[config.mk]
export PLATFORM = sky130hd
export DESIGN_NAME = vfc_cordic_cell
export DESIGN_NICKNAME = d
export VERILOG_FILES = /design/src/rtl/core/vfc_pkg.sv /design/src/rtl/core/vfc_cordic_cell.sv
export SDC_FILE = /design/constraint.sdc
export NUM_CORES = 1
export LEC_CHECK = 0
export BUFFER_PORTS_ARGS = -buffer_cell sky130_fd_sc_hd__buf_4
export CELL_PAD_IN_SITES_DETAIL_PLACEMENT = 0
export CELL_PAD_IN_SITES_GLOBAL_PLACEMENT = 1
export CORE_UTILIZATION = 40
export DETAILED_ROUTE_END_ITERATION = 10
export PLACE_DENSITY_LB_ADDON = 0.1
export SLEW_MARGIN = 0
export SYNTH_ARGS = -nofsm -noshare
export SYNTH_HDL_FRONTEND = slang
export SYNTH_SLANG_ARGS = --single-unit
export TNS_END_PERCENT = 10
[constraint.sdc]
create_clock -name clk -period 0.95 [get_ports clk]
set_input_delay 0.0475 -clock clk [delete_from_list [all_inputs] [get_ports clk]]
set_output_delay 0.0475 -clock clk [all_outputs]
set_load 0.01 [all_outputs]
[src/rtl/core/vfc_pkg.sv]
// Shared types, widths and constants for the vehicle footprint corner block.
`timescale 1ns / 1ps
`default_nettype none
package vfc_pkg;

    localparam int REG_W      = 16;
    localparam int HEADING_W  = 16;
    localparam int ANGLE_W    = 24;
    localparam int CORDIC_W   = 32;
    localparam int DU_W       = REG_W + 2;
    localparam int PROD_W     = DU_W + CORDIC_W;
    localparam int SUM_W      = PROD_W + 1;
    localparam int FRAC_SHIFT = 31;
    localparam int RND_W      = SUM_W - FRAC_SHIFT;
    localparam int ATAN_LEN   = 24;

    localparam logic [REG_W-1:0] BODY_LENGTH_RST   = 16'd3072;
    localparam logic [REG_W-1:0] BODY_WIDTH_RST    = 16'd512;
    localparam logic [REG_W-1:0] REAR_OVERHANG_RST = 16'd256;

    // 1/K in Q2.30
    localparam logic signed [CORDIC_W-1:0] INV_GAIN = 32'sd652032874;
    localparam logic signed [SUM_W-1:0] ROUND_HALF = SUM_W'(64'sd1 <<< (FRAC_SHIFT - 1));

    // atan(2^-i) in turns / 2^24
    localparam logic signed [ANGLE_W-1:0] ATAN_TABLE [ATAN_LEN] = '{
        24'sd2097152, 24'sd1238021, 24'sd654136, 24'sd332050,
        24'sd166669,  24'sd83416,   24'sd41718,  24'sd20860,
        24'sd10430,   24'sd5215,    24'sd2608,   24'sd1304,
        24'sd652,     24'sd326,     24'sd163,    24'sd81,
        24'sd41,      24'sd20,      24'sd10,     24'sd5,
        24'sd3,       24'sd1,       24'sd1,      24'sd0
    };

    typedef enum logic [1:0] {
        REG_BODY_LENGTH   = 2'd0,
        REG_BODY_WIDTH    = 2'd1,
        REG_REAR_OVERHANG = 2'd2
    } reg_index_t;

    typedef enum logic [1:0] {
        QUAD_0   = 2'd0,
        QUAD_90  = 2'd1,
        QUAD_180 = 2'd2,
        QUAD_270 = 2'd3
    } quad_t;

    typedef enum logic [1:0] {
        CORNER_FL = 2'd0,
        CORNER_FR = 2'd1,
        CORNER_RR = 2'd2,
        CORNER_RL = 2'd3
    } corner_t;

    typedef struct packed {
        logic  valid;
        quad_t quad;
    } cell_ctrl_t;

endpackage
`default_nettype wire

[src/rtl/core/vfc_cordic_cell.sv]
// One rotation-mode CORDIC stage with its pose payload register.
`timescale 1ns / 1ps
`default_nettype none
module vfc_cordic_cell #(
    parameter int STAGE      = 0,
    parameter int COORD_BITS = 24
) (
    input  wire                                   clk,
    input  wire                                   rst_n,
    input  wire                                   adv,
    input  wire vfc_pkg::cell_ctrl_t              ctrl_in,
    input  wire logic signed [vfc_pkg::CORDIC_W-1:0] x_in,
    input  wire logic signed [vfc_pkg::CORDIC_W-1:0] y_in,
    input  wire logic signed [vfc_pkg::ANGLE_W-1:0]  z_in,
    input  wire logic signed [COORD_BITS-1:0]     px_in,
    input  wire logic signed [COORD_BITS-1:0]     py_in,
    output vfc_pkg::cell_ctrl_t                   ctrl_out,
    output logic signed [vfc_pkg::CORDIC_W-1:0]   x_out,
    output logic signed [vfc_pkg::CORDIC_W-1:0]   y_out,
    output logic signed [vfc_pkg::ANGLE_W-1:0]    z_out,
    output logic signed [COORD_BITS-1:0]          px_out,
    output logic signed [COORD_BITS-1:0]          py_out
);
    import vfc_pkg::*;

    cell_ctrl_t                   ctrl_reg;
    logic signed [CORDIC_W-1:0]   x_reg, x_next;
    logic signed [CORDIC_W-1:0]   y_reg, y_next;
    logic signed [ANGLE_W-1:0]    z_reg, z_next;
    logic signed [COORD_BITS-1:0] px_reg, py_reg;
    logic signed [CORDIC_W-1:0]   xs, ys;

    always_comb
    begin
        xs = x_in >>> STAGE;
        ys = y_in >>> STAGE;
        if (!z_in[ANGLE_W-1])
        begin
            x_next = x_in - ys;
            y_next = y_in + xs;
            z_next = z_in - ATAN_TABLE[STAGE];
        end
        else
        begin
            x_next = x_in + ys;
            y_next = y_in - xs;
            z_next = z_in + ATAN_TABLE[STAGE];
        end
    end

    always_ff @(posedge clk or negedge rst_n)
    begin
        if (!rst_n)
        begin
            ctrl_reg <= '0;
        end
        else if (adv)
        begin
            ctrl_reg <= ctrl_in;
        end
    end

    always_ff @(posedge clk)
    begin
        if (adv)
        begin
            x_reg  <= x_next;
            y_reg  <= y_next;
            z_reg  <= z_next;
            px_reg <= px_in;
            py_reg <= py_in;
        end
    end

    assign ctrl_out = ctrl_reg;
    assign x_out    = x_reg;
    assign y_out    = y_reg;
    assign z_out    = z_reg;
    assign px_out   = px_reg;
    assign py_out   = py_reg;

endmodule
`default_nettype wire

==> impl_metrics.env, run 1 <==
export IMPL_rsz0062_at_grt="yes"
export IMPL_critPathMaxStageDelay_ns=0.39
export IMPL_worst_r2r_path_depth=1
export IMPL_layout_commonest_cell="sky130_fd_sc_hd__buf_4"
export IMPL_worst_skew_ns=0
export IMPL_tritoncts_clock_tree="built"
export IMPL_floorplan_die_area_um2=24900
export IMPL_drt_drc_violations_left=0
export IMPL_outcome="finished with violations"
export IMPL_min_period_ns=2.34
export IMPL_synthDistinctLibCells=68
export IMPL_synth_main_ff_cell="sky130_fd_sc_hd__edfxtp_1"
export IMPL_worstPathMaxFanout=4
export IMPL_layout_setup_ws_ns=-1.39
export IMPL_global_route_wire_length_before_repair_um=56600
export IMPL_num_io_pins=281
export IMPL_regToRegEndpoint="ctrl_out[1]"
export IMPL_worst_r2r_startpoint="ctrl_out[1]"
export IMPL_cts_htree_levels=4
export IMPL_total_overflow_reported_by_the_global_router=0
export IMPL_area_growth_syn_to_layout_pct=82.6
export IMPL_syn_nets=1241
export IMPL_hpwl_um=27800
export IMPL_routabilityCongestion=0.950
export IMPL_final_antenna_net_count=0
export IMPL_failed_checks="negative setup slack"
export IMPL_async_set_or_reset_register_ratio_after_synthesis=0.0217
export IMPL_number_of_clock_buffers_inserted_by_tritoncts=17
export IMPL_synth_enable_flop_cells=135
export IMPL_fin_nets=1921
export IMPL_placement_io_buffers=280
export IMPL_tritonroute_pass_1_iters=5
export IMPL_slowest_stage="sky130_fd_sc_hd__o311a_1"
export IMPL_final_layout_size_suffix_gt1_frac=0.487
export IMPL_cap_violations=0
export IMPL_ys_seq_area_frac=0.425
export IMPL_worst_setup_path_type="input pin to flop"
export IMPL_dpl_worst_slack_ns=-2.00
export IMPL_leakagePower_nw=7.95
export IMPL_gr_usage_all_layers=0.303
export IMPL_vdd_ir_drop_worst_v=0.00112
export IMPL_cp_data_arrival_time_ns=2.52
export IMPL_fp_row_count=56
export IMPL_die_width_um=158
export IMPL_number_of_antenna_violations_at_the_first_check_in_global_routing=1
export IMPL_route_detailed_vias_per_inst=5.19
export IMPL_routedWlPerCell_um=20.1
export IMPL_routed_wirelength_um=40400
export IMPL_postLayoutCoreUtil=0.751
export IMPL_max_clock_freq_ghz=0.428
export IMPL_report_final_slew_viol_count=0
export IMPL_netlist_instances=994
export IMPL_start_util=0.411
export IMPL_max_slew_margin=0.627
export IMPL_worstPathCellList="buf_8 > clkinvlp_4 > ha_4 > buf_6 > nor2b_1 > o21ai_2 > buf_4 > a21oi_4 > buf_6 > o211ai_4 > nand2_2 > a211oi_4 > o311a_1 > o32a_1 > xor2_1"
export IMPL_reg2reg_slack_ns=0.17
export IMPL_hold_end="z_out[22]"
export IMPL_design_core_area_um2=23600
export IMPL_clk_latency_ns=0.43
export IMPL_detailroute_via_count=10400
export IMPL_worst_ep_required_time_ns=1.13
export IMPL_layout_common_cells="453 x sky130_fd_sc_hd__buf_4, 161 x sky130_fd_sc_hd__buf_6, 135 x sky130_fd_sc_hd__edfxtp_1"
export IMPL_min_delay_path_class="input pin to flop"
export IMPL_powerDensity_nw_per_um2=1400
export IMPL_postSynthRegisterBits=138
export IMPL_synthesis_area_um2=9700
export IMPL_initialDrtViolationCount=636
export IMPL_clock_path_buffers=2
export IMPL_setup_worst_path_end_class="flop"
export IMPL_cts_root_buffer="sky130_fd_sc_hd__clkbuf_16"
export IMPL_clk_pin_slew_worst_paths_ns=0.08
export IMPL_cts_num_sinks=138
export IMPL_grt_start_max_net_pins=57
export IMPL_avgSynthCellArea_um2=9.76
export IMPL_timing_critical_path_mode_cell="sky130_fd_sc_hd__buf_6"
export IMPL_setup_viol_count_final=198
export IMPL_timing_worst_slew_pin_value_ns=0.551
export IMPL_grt_pass1_vias=10300
export IMPL_worstHoldStart="z_in[22]"
export IMPL_synth_warning_count=0
export IMPL_min_path_cells=2
export IMPL_hold_violations=0
export IMPL_fin_crit_sh=2.46
export IMPL_timing_critical_path_from_type="input pin"
export IMPL_die_height_um=158
[worst max path at each step]
| stage | to | slack (ns) | cells past startpoint | from |
|---|---|---|---|---|
| after floorplan | x_out[31] | -1.59 | 12 | x_in[8] |
| after global placement | x_out[28] | -1.93 | 13 | x_in[0] |
| after detailed placement | x_out[28] | -2.00 | 13 | x_in[0] |
| after CTS | x_out[30] | -1.36 | 12 | y_in[0] |
| after global routing | x_out[29] | -1.49 | 13 | x_in[1] |
| final | x_out[31] | -1.39 | 15 | x_in[1] |
[critical path, delay by kind of cell]
| kind | cells | cell delay (ns) |
|---|---|---|
| buffers and inverters | 5 | 0.59 |
| adder cells (fa/ha/maj) | 1 | 0.23 |
| AO/OA/AOI/OAI | 6 | 1.17 |
| XOR/XNOR | 1 | 0.14 |
| AND/OR/NAND/NOR | 2 | 0.34 |
[layer usage]
metal | share of wire | global-route usage | wire, um
met4 | 0.035 | 0.120 | 1420
met1 | 0.41 | 0.367 | 16400
met2 | 0.50 | 0.535 | 20200
met5 | 0 | 0 | 0
met3 | 0.058 | 0.0457 | 2330
[power breakdown]
part / switching [mW] / internal (mW)
Clock: 3.26 / 3.79
Combinational: 4.54 / 5.12
Sequential: 0.402 / 7.66
[area by class of cell]
type,count,area [um2]
multi-input combinational,717,5990
clock inverter,15,179
sequential,138,4130
antenna,1,2.50
tap,319,399
inverter,97,399
fill,1604,5890
clock buffer,17,425
timing repair buffer,703,6200
[sequential cells by signal (all words and copies together) (netlist names)]
name,flops
x_out,31
px_out,24
ctrl_out,3
y_out,32
py_out,24
z_out,24
[Yosys cell counts (10+ instances only)]
| cell | instances | share of area |
|---|---|---|
| sky130_fd_sc_hd__mux2i_1 | 10 | 0.010 |
| sky130_fd_sc_hd__edfxtp_1 | 135 | 0.42 |
| sky130_fd_sc_hd__nand4_1 | 12 | 0.0077 |
| sky130_fd_sc_hd__o21bai_1 | 17 | 0.013 |
| sky130_fd_sc_hd__nand2_1 | 41 | 0.016 |
| sky130_fd_sc_hd__a21o_1 | 21 | 0.016 |
| sky130_fd_sc_hd__inv_1 | 91 | 0.035 |
| sky130_fd_sc_hd__clkbuf_1 | 19 | 0.0073 |
| sky130_fd_sc_hd__nor2b_1 | 12 | 0.0077 |
| sky130_fd_sc_hd__buf_2 | 11 | 0.0057 |
| sky130_fd_sc_hd__a21oi_1 | 121 | 0.062 |
| sky130_fd_sc_hd__a211oi_1 | 12 | 0.0093 |
| sky130_fd_sc_hd__xnor2_1 | 56 | 0.051 |
| sky130_fd_sc_hd__nand3_1 | 13 | 0.0067 |
| sky130_fd_sc_hd__nor3_1 | 21 | 0.011 |
| sky130_fd_sc_hd__nor2_1 | 95 | 0.037 |
| sky130_fd_sc_hd__o21ai_0 | 58 | 0.030 |
| sky130_fd_sc_hd__ha_1 | 102 | 0.13 |
[timing repair]
item | CTS | global route
gates resized for setup | 233 | 131
hold endpoints to repair | 78 | 1
hold buffers | 76 | 1
pin swaps | 55 | 59
buffers inserted | 21 | 11
setup endpoints to repair | 198 | 199
[cell families (layout without fill, tap and decap cells)]
| family | Yosys count | after routing | synth area share |
|---|---|---|---|
| compound gates | 306 | 306 | 0.198 |
| simple gates | 230 | 230 | 0.110 |
| buf+inv | 139 | 832 | 0.0575 |
| flops | 138 | 138 | 0.425 |
| fa+ha+maj | 105 | 105 | 0.138 |
| xor+xnor | 62 | 62 | 0.0560 |
| mux | 14 | 14 | 0.0150 |
| other cells | 0 | 1 | 0 |
[through the flow]
step                std cells  hold slack [ns]  total power [mW]  cell area (um2)  setup TNS, ns
floorplan                 994           -0.248              11.4             9900         -66.34
global placement         1869           -0.161              15.7            14700         -91.85
detailed placement       1869           -0.160              15.8            14700         -93.20
CTS                      1996          -0.0604              24.0            17100         -63.36
global route             2007           0.0399              25.7            17700         -75.25
finish                   2007           0.0504              24.8            17700         -67.17
(Power assumes the default switching activity.)
==> inputs of run 2 (changes only) <==
Settings changed: CTS_CLUSTER_DIAMETER set to 60, TNS_END_PERCENT 10 to 50.
==> run 2 against run 1 <==
The flow finishes with violations (negative hold slack, negative setup slack). Sequential share of layout area is 0.85 points lower. Register-to-register slack worse by 0.19 ns. Maximum frequency is 0.70% lower. Utilization is 2.9 points higher. Largest cell class unchanged.
==> impl_metrics.env, run 2 (synthesis gave the netlist of run 1 again) <==
export IMPL_tritonroute_pass_1_iters=5
export IMPL_finalPower_mw=25.3
export IMPL_min_period_ns=2.35
export IMPL_timing_worst_slew_pin_value_ns=0.753
export IMPL_cp_num_buf_inv=1
export IMPL_worst_ep_required_time_ns=1.13
export IMPL_cts_num_sinks=138
export IMPL_worst_setup_path_type="input pin to flop"
export IMPL_drt_drc_violations_left=0
export IMPL_final_layout_size_suffix_gt1_frac=0.533
export IMPL_leakagePower_nw=8.16
export IMPL_fin_crit_sh=2.48
export IMPL_dpl_worst_slack_ns=-1.97
export IMPL_vdd_ir_drop_worst_v=0.000890
export IMPL_fp_row_count=56
export IMPL_clk_pin_slew_worst_paths_ns=0.07
export IMPL_placement_io_buffers=280
export IMPL_report_final_slew_viol_count=0
export IMPL_worstPathMaxFanout=2
export IMPL_powerDensity_nw_per_um2=1380
export IMPL_final_cell_count_no_fill=2025
export IMPL_min_delay_path_class="input pin to flop"
export IMPL_critPathMaxStageDelay_ns=0.35
export IMPL_layout_setup_ws_ns=-1.40
export IMPL_rsz0062_at_grt="yes"
export IMPL_path_delay_family="compound AO/OA/AOI/OAI gates"
export IMPL_holdWs_ns=-0.0198
export IMPL_detailroute_via_count=10800
export IMPL_setup_viol_count_final=201
export IMPL_grt_start_max_net_pins=34
export IMPL_hpwl_um=26900
export IMPL_die_height_um=158
export IMPL_layout_common_cells="442 x sky130_fd_sc_hd__buf_4, 192 x sky130_fd_sc_hd__buf_6, 135 x sky130_fd_sc_hd__edfxtp_1"
export IMPL_grt_pass1_vias=10700
export IMPL_max_slew_margin=0.493
export IMPL_number_of_antenna_violations_at_the_first_check_in_global_routing=0
export IMPL_gr_usage_all_layers=0.309
export IMPL_die_width_um=158
export IMPL_global_route_wire_length_before_repair_um=58000
export IMPL_start_util=0.411
export IMPL_final_antenna_net_count=0
export IMPL_total_overflow_reported_by_the_global_router=0
export IMPL_num_io_pins=281
export IMPL_routed_wirelength_um=41400
export IMPL_failed_checks="negative hold slack, negative setup slack"
export IMPL_number_of_clock_buffers_inserted_by_tritoncts=17
export IMPL_largest_reg_flops=32
export IMPL_timing_critical_path_from_type="input pin"
export IMPL_fin_nets=1939
export IMPL_tritoncts_clock_tree="built"
export IMPL_layout_commonest_cell="sky130_fd_sc_hd__buf_4"
export IMPL_routedWlPerCell_um=20.4
export IMPL_initialDrtViolationCount=675
export IMPL_placed_insts=1857
export IMPL_max_clock_freq_ghz=0.425
export IMPL_reg2reg_slack_ns=-0.02
export IMPL_routabilityCongestion=0.915
export IMPL_cts_htree_levels=4
export IMPL_cts_root_buffer="sky130_fd_sc_hd__clkbuf_16"
export IMPL_floorplan_die_area_um2=24900
export IMPL_worstPathCellList="buf_8 > ha_4 > fa_2 > nor2b_4 > o311ai_4 > a211oi_2 > a21oi_2 > nor2_2 > a211o_1 > a2111oi_4 > o211ai_1 > xnor2_1"
export IMPL_hold_violations=1
export IMPL_design_core_area_um2=23600
export IMPL_outcome="finished with violations"
export IMPL_cap_violations=0
export IMPL_route_detailed_vias_per_inst=5.33
export IMPL_area_growth_syn_to_layout_pct=89.6
export IMPL_worst_skew_ns=0
export IMPL_slowest_stage="sky130_fd_sc_hd__fa_2"
export IMPL_clock_path_buffers=2
export IMPL_setup_worst_path_end_class="flop"
export IMPL_fill_cells=1478
export IMPL_clk_latency_ns=0.43
export IMPL_cp_data_arrival_time_ns=2.54
## run 2: final cells by class
type	instances	area (um2)	area share
Antenna cell	1	2.50	0.000136
Multi-Input combinational cell	717	6410	0.349
Sequential cell	138	4130	0.224
Tap cell	319	399	0.0217
Clock buffer	17	425	0.0231
Clock inverter	15	176	0.00959
Inverter	97	409	0.0222
Timing Repair Buffer	721	6440	0.350
## run 2: worst reg2reg max path, cell delays in order, from the launching register on
cell and delay (ns):
sky130_fd_sc_hd__dfrtp_1 0.41, sky130_fd_sc_hd__buf_4 0.15, sky130_fd_sc_hd__mux2_4 0.29
## run 2: worst paths after layout
| kind | cells after the start | end | from |
|---|---|---|---|
| max | 12 | x_out[30] | y_in[0] |
| min | 2 | z_out[22] | z_in[22] |
| max reg2reg | 2 | ctrl_out[2] | ctrl_out[2] |
| min reg2reg | 1 | ctrl_out[0] | ctrl_out[0] |
| max in group asynchronous | 3 | ctrl_out[2] | rst_n |
| min in group asynchronous | 3 | ctrl_out[0] | rst_n |
## run 2: metrics by stage
step | hold slack, ns | utilization | area, um2 | TNS, ns
after floorplan | -0.248 | - | 10100 | -61.72
after global placement | -0.161 | 0.625 | 14800 | -89.52
after detailed placement | -0.159 | 0.625 | 14800 | -90.55
after CTS | -0.0608 | 0.738 | 17400 | -62.45
after global routing | -0.0260 | 0.779 | 18400 | -76.86
final | -0.0198 | 0.779 | 18400 | -68.94
## run 2: routing by layer
metal  wire length [um]  global-route usage  vias to the layer above
li1                   -                   -                     4981
met1              15900               0.359                     5216
met2              21200               0.558                      472
met3               2510              0.0468                      116
met4               1700               0.142                        0
met5                  0                   0                        -
## run 2: what timing repair did
action	4_1_cts	5_1_grt
hold endpoints to repair	84	2
resized for setup	262	188
pin swaps	115	111
buffers inserted	39	38
hold buffers	77	1
setup endpoints to repair	199	212
## run 2: report_power, final
part	total [mW]	switching, mW	internal [mW]	leakage, nW
clock	6.91	3.36	3.56	0.287
combinational	10.3	4.87	5.47	6.52
sequential	8.06	0.398	7.66	1.36
total	25.3	8.62	16.7	8.16
==> inputs of run 3 (changes only) <==
Settings changed: ABC_AREA set to 1, CORE_UTILIZATION 40 to 39, HOLD_SLACK_MARGIN set to 0.05, RECOVER_POWER set to 50.
==> run 3 against run 2 <==
Critical path depth grew 2. Die area grew 24%. Sequential share of layout area shrank 3.1 points. Power grew 4.7%. Synthesized area grew 21%. Count of clock-buffer cells in the layout grew 1. The flow still finishes with violations (negative hold slack, negative setup slack). Maximum frequency grew 62%. Combinational power grew 12%. Cell count grew 36%.
==> impl_metrics.env, run 3 <==
export IMPL_totalNegativeSetupSlack_ns=-36.32
export IMPL_final_antenna_net_count=0
export IMPL_hold_violations=1
export IMPL_fp_row_count=63
export IMPL_worst_ep_required_time_ns=1.13
export IMPL_die_width_um=176
export IMPL_dpl_cell_area_um2=16900
export IMPL_power_frac_comb=0.435
export IMPL_timing_worst_slew_pin_value_ns=0.467
export IMPL_regToRegEndpoint="ctrl_out[0]"
export IMPL_synth_top_cell_area_share=0.345
export IMPL_worstPathCellList="buf_8 > inv_4 > ha_4 > buf_6 > nor2_4 > nand4_1 > nand2_2 > nand2_2 > nand2_4 > nand2_4 > nand2_2 > nand2_2 > nand3_2 > nand2_1"
export IMPL_vdd_ir_drop_worst_v=0.00125
export IMPL_failed_checks="negative hold slack, negative setup slack"
export IMPL_floorplan_die_area_um2=30800
export IMPL_worst_r2r_startpoint="ctrl_out[0]"
export IMPL_clk_pin_slew_worst_paths_ns=0.06
export IMPL_drt_drc_violations_left=0
export IMPL_design_core_area_um2=29600
export IMPL_leakagePower_nw=10.7
export IMPL_synthDistinctLibCells=37
export IMPL_cap_violations=0
export IMPL_reg2reg_slack_ns=0.11
export IMPL_min_period_ns=1.46
export IMPL_worst_skew_ns=0
export IMPL_total_area_of_multi_input_combinational_cells_um2=8860
export IMPL_layout_common_cells="378 x sky130_fd_sc_hd__nand2_1, 327 x sky130_fd_sc_hd__buf_4, 260 x sky130_fd_sc_hd__inv_1"
export IMPL_worstPathMaxFanout=8
export IMPL_number_of_clock_buffers_inserted_by_tritoncts=17
export IMPL_route_detailed_vias_per_inst=4.91
export IMPL_placement_io_buffers=280
export IMPL_synth_main_ff_cell="sky130_fd_sc_hd__edfxtp_1"
export IMPL_fill_cells=2319
export IMPL_detailroute_via_count=13500
export IMPL_initialDrtViolationCount=756
export IMPL_cts_htree_levels=4
export IMPL_start_util=0.397
export IMPL_setup_viol_count_final=310
export IMPL_routabilityCongestion=0.896
export IMPL_final_seq_area_um2=4130
export IMPL_finalPower_mw=26.5
export IMPL_min_delay_path_class="input pin to flop"
export IMPL_total_overflow_reported_by_the_global_router=0
export IMPL_syn_nets=1960
export IMPL_clk_latency_ns=0.43
export IMPL_holdWs_ns=-0.0408
export IMPL_avgSynthCellArea_um2=6.86
export IMPL_tritoncts_clock_tree="built"
export IMPL_timing_critical_path_mode_cell="sky130_fd_sc_hd__nand2_2"
export IMPL_routed_wirelength_um=48300
export IMPL_clockPowerShare=0.267
export IMPL_cp_data_arrival_time_ns=1.64
export IMPL_reg_power_frac=0.298
export IMPL_rsz0062_at_grt="yes"
export IMPL_num_io_pins=281
export IMPL_outcome="finished with violations"
export IMPL_max_slew_margin=0.688
export IMPL_min_path_cells=2
export IMPL_layout_commonest_cell="sky130_fd_sc_hd__nand2_1"
export IMPL_grt_start_max_net_pins=38
export IMPL_max_clock_freq_ghz=0.687
export IMPL_power_report_internal_total_mw=17.0
export IMPL_worstHoldStart="z_in[22]"
export IMPL_dpl_worst_slack_ns=-1.09
export IMPL_layout_setup_ws_ns=-0.507
export IMPL_area_growth_syn_to_layout_pct=81.7
export IMPL_report_final_slew_viol_count=0
export IMPL_tritonroute_pass_1_iters=5
export IMPL_synthesis_area_um2=11800
export IMPL_worst_r2r_path_depth=1
export IMPL_final_standard_cell_area_without_fillers_um2=21400
export IMPL_final_layout_size_suffix_gt1_frac=0.507
export IMPL_postSynthRegisterBits=138
export IMPL_cts_root_buffer="sky130_fd_sc_hd__clkbuf_16"
export IMPL_postLayoutCoreUtil=0.721
export IMPL_number_of_antenna_violations_at_the_first_check_in_global_routing=0
export IMPL_worst_setup_path_type="input pin to flop"
export IMPL_antennaDiodeCount=0
export IMPL_global_route_wire_length_before_repair_um=70600
export IMPL_synth_area_top_cells="sky130_fd_sc_hd__edfxtp_1 34%, sky130_fd_sc_hd__nand2_1 20%, sky130_fd_sc_hd__inv_1 11%, sky130_fd_sc_hd__ha_1 11%, sky130_fd_sc_hd__nand3_1 6.8%"
export IMPL_fin_nets=2590
export IMPL_path_delay_family="simple AND/OR/NAND/NOR gates"
export IMPL_slowest_stage="sky130_fd_sc_hd__ha_4"
export IMPL_gr_usage_all_layers=0.299
export IMPL_netlist_instances=1713
export IMPL_reported_net_switching_power_mw=9.46
export IMPL_synth_enable_flop_cells=135
export IMPL_critPathMaxStageDelay_ns=0.30
export IMPL_p_sw_frac=0.357
export IMPL_synth_area_leader_cell="sky130_fd_sc_hd__edfxtp_1"
export IMPL_powerDensity_nw_per_um2=1240
export IMPL_synthTopCellsByCount="614 x sky130_fd_sc_hd__nand2_1, 344 x sky130_fd_sc_hd__inv_1, 160 x sky130_fd_sc_hd__nand3_1, 135 x sky130_fd_sc_hd__edfxtp_1, 106 x sky130_fd_sc_hd__nor2_1"
export IMPL_setup_worst_path_end_class="flop"
export IMPL_largest_reg_flops=32
export IMPL_die_height_um=176
export IMPL_cell_with_the_most_instances_after_synthesis="sky130_fd_sc_hd__nand2_1"
export IMPL_cts_num_sinks=138
export IMPL_synth_warning_count=0
export IMPL_routedWlPerCell_um=17.6
export IMPL_cp_num_buf_inv=3
export IMPL_timing_critical_path_from_type="input pin"
export IMPL_hold_end="z_out[22]"
export IMPL_clock_path_buffers=2
export IMPL_hpwl_um=35500
export IMPL_ys_seq_area_frac=0.351
export IMPL_grt_pass1_vias=13000
export IMPL_async_set_or_reset_register_ratio_after_synthesis=0.0217
export IMPL_fin_crit_sh=1.53
run 3: cell types whose count changed in the layout (fill, tap and decap cells not counted), moves of 52 or more:
cell / previous run / this run
sky130_fd_sc_hd__buf_4: 442 / 327
sky130_fd_sc_hd__nand3_1: 11 / 99
sky130_fd_sc_hd__nand2_4: 4 / 57
sky130_fd_sc_hd__inv_1: 76 / 260
sky130_fd_sc_hd__nand2_2: 6 / 177
sky130_fd_sc_hd__a21oi_1: 77 / 25
sky130_fd_sc_hd__clkbuf_4: 0 / 71
sky130_fd_sc_hd__nand2_1: 32 / 378
sky130_fd_sc_hd__inv_2: 8 / 60
run 3: kinds of logic after synthesis:
logic type,count (synthesis),share of synthesized area
simple gates,926,0.324
buf+inv,387,0.132
flops,138,0.351
compound gates,134,0.0614
fa+ha+maj,105,0.114
xor+xnor,20,0.0149
mux,3,0.00287
run 3: worst max path at each step:
stage,from,to,slack [ns],cells past startpoint
floorplan,x_in[0],x_out[30],-0.58,12
global placement,x_in[0],y_out[22],-1.08,13
detailed placement,x_in[0],x_out[22],-1.09,13
finish,x_in[5],y_out[31],-0.51,14
CTS,y_in[10],y_out[31],-0.42,13
global route,x_in[5],x_out[23],-0.59,14
run 3: power groups by stage:
stage,Sequential (mW),Combinational (mW),Clock (mW)
4_1_cts,7.80,10.2,7.06
2_1_floorplan,8.17,4.29,0
6_report,7.88,11.5,7.08
3_3_place_gp,7.85,8.67,0
3_5_place_dp,7.87,8.75,0
5_1_grt,7.93,12.3,7.35
run 3: metal layers:
layer | routed length, um | vias to the layer above | part of all wire | GRT usage
li1 | - | 6610 | - | -
met1 | 20600 | 6364 | 0.43 | 0.389
met2 | 23700 | 456 | 0.49 | 0.512
met3 | 2750 | 62 | 0.057 | 0.0372
met4 | 1180 | 0 | 0.024 | 0.100
met5 | 0 | - | 0 | 0
run 3: final cells by class:
class,instances,share of cell area
Sequential cell,138,0.193
Timing Repair Buffer,652,0.275
Clock inverter,14,0.00797
Inverter,346,0.0656
Tap cell,390,0.0228
Clock buffer,18,0.0201
Multi-Input combinational cell,1188,0.415
run 3: repair_timing:
action,4_1_cts,5_1_grt
endpoints found under the hold margin,78,2
gates resized for setup,386,348
setup buffers,33,32
pin swaps,168,155
setup endpoints to repair,198,211
hold buffers,77,1
run 3: stage by stage:
step | hold WS (ns) | instances
3_3_place_gp | -0.162 | 2576
4_1_cts | -0.0413 | 2715
6_report | -0.0408 | 2746
5_1_grt | -0.0152 | 2746
2_1_floorplan | -0.248 | 1713
3_5_place_dp | -0.162 | 2576
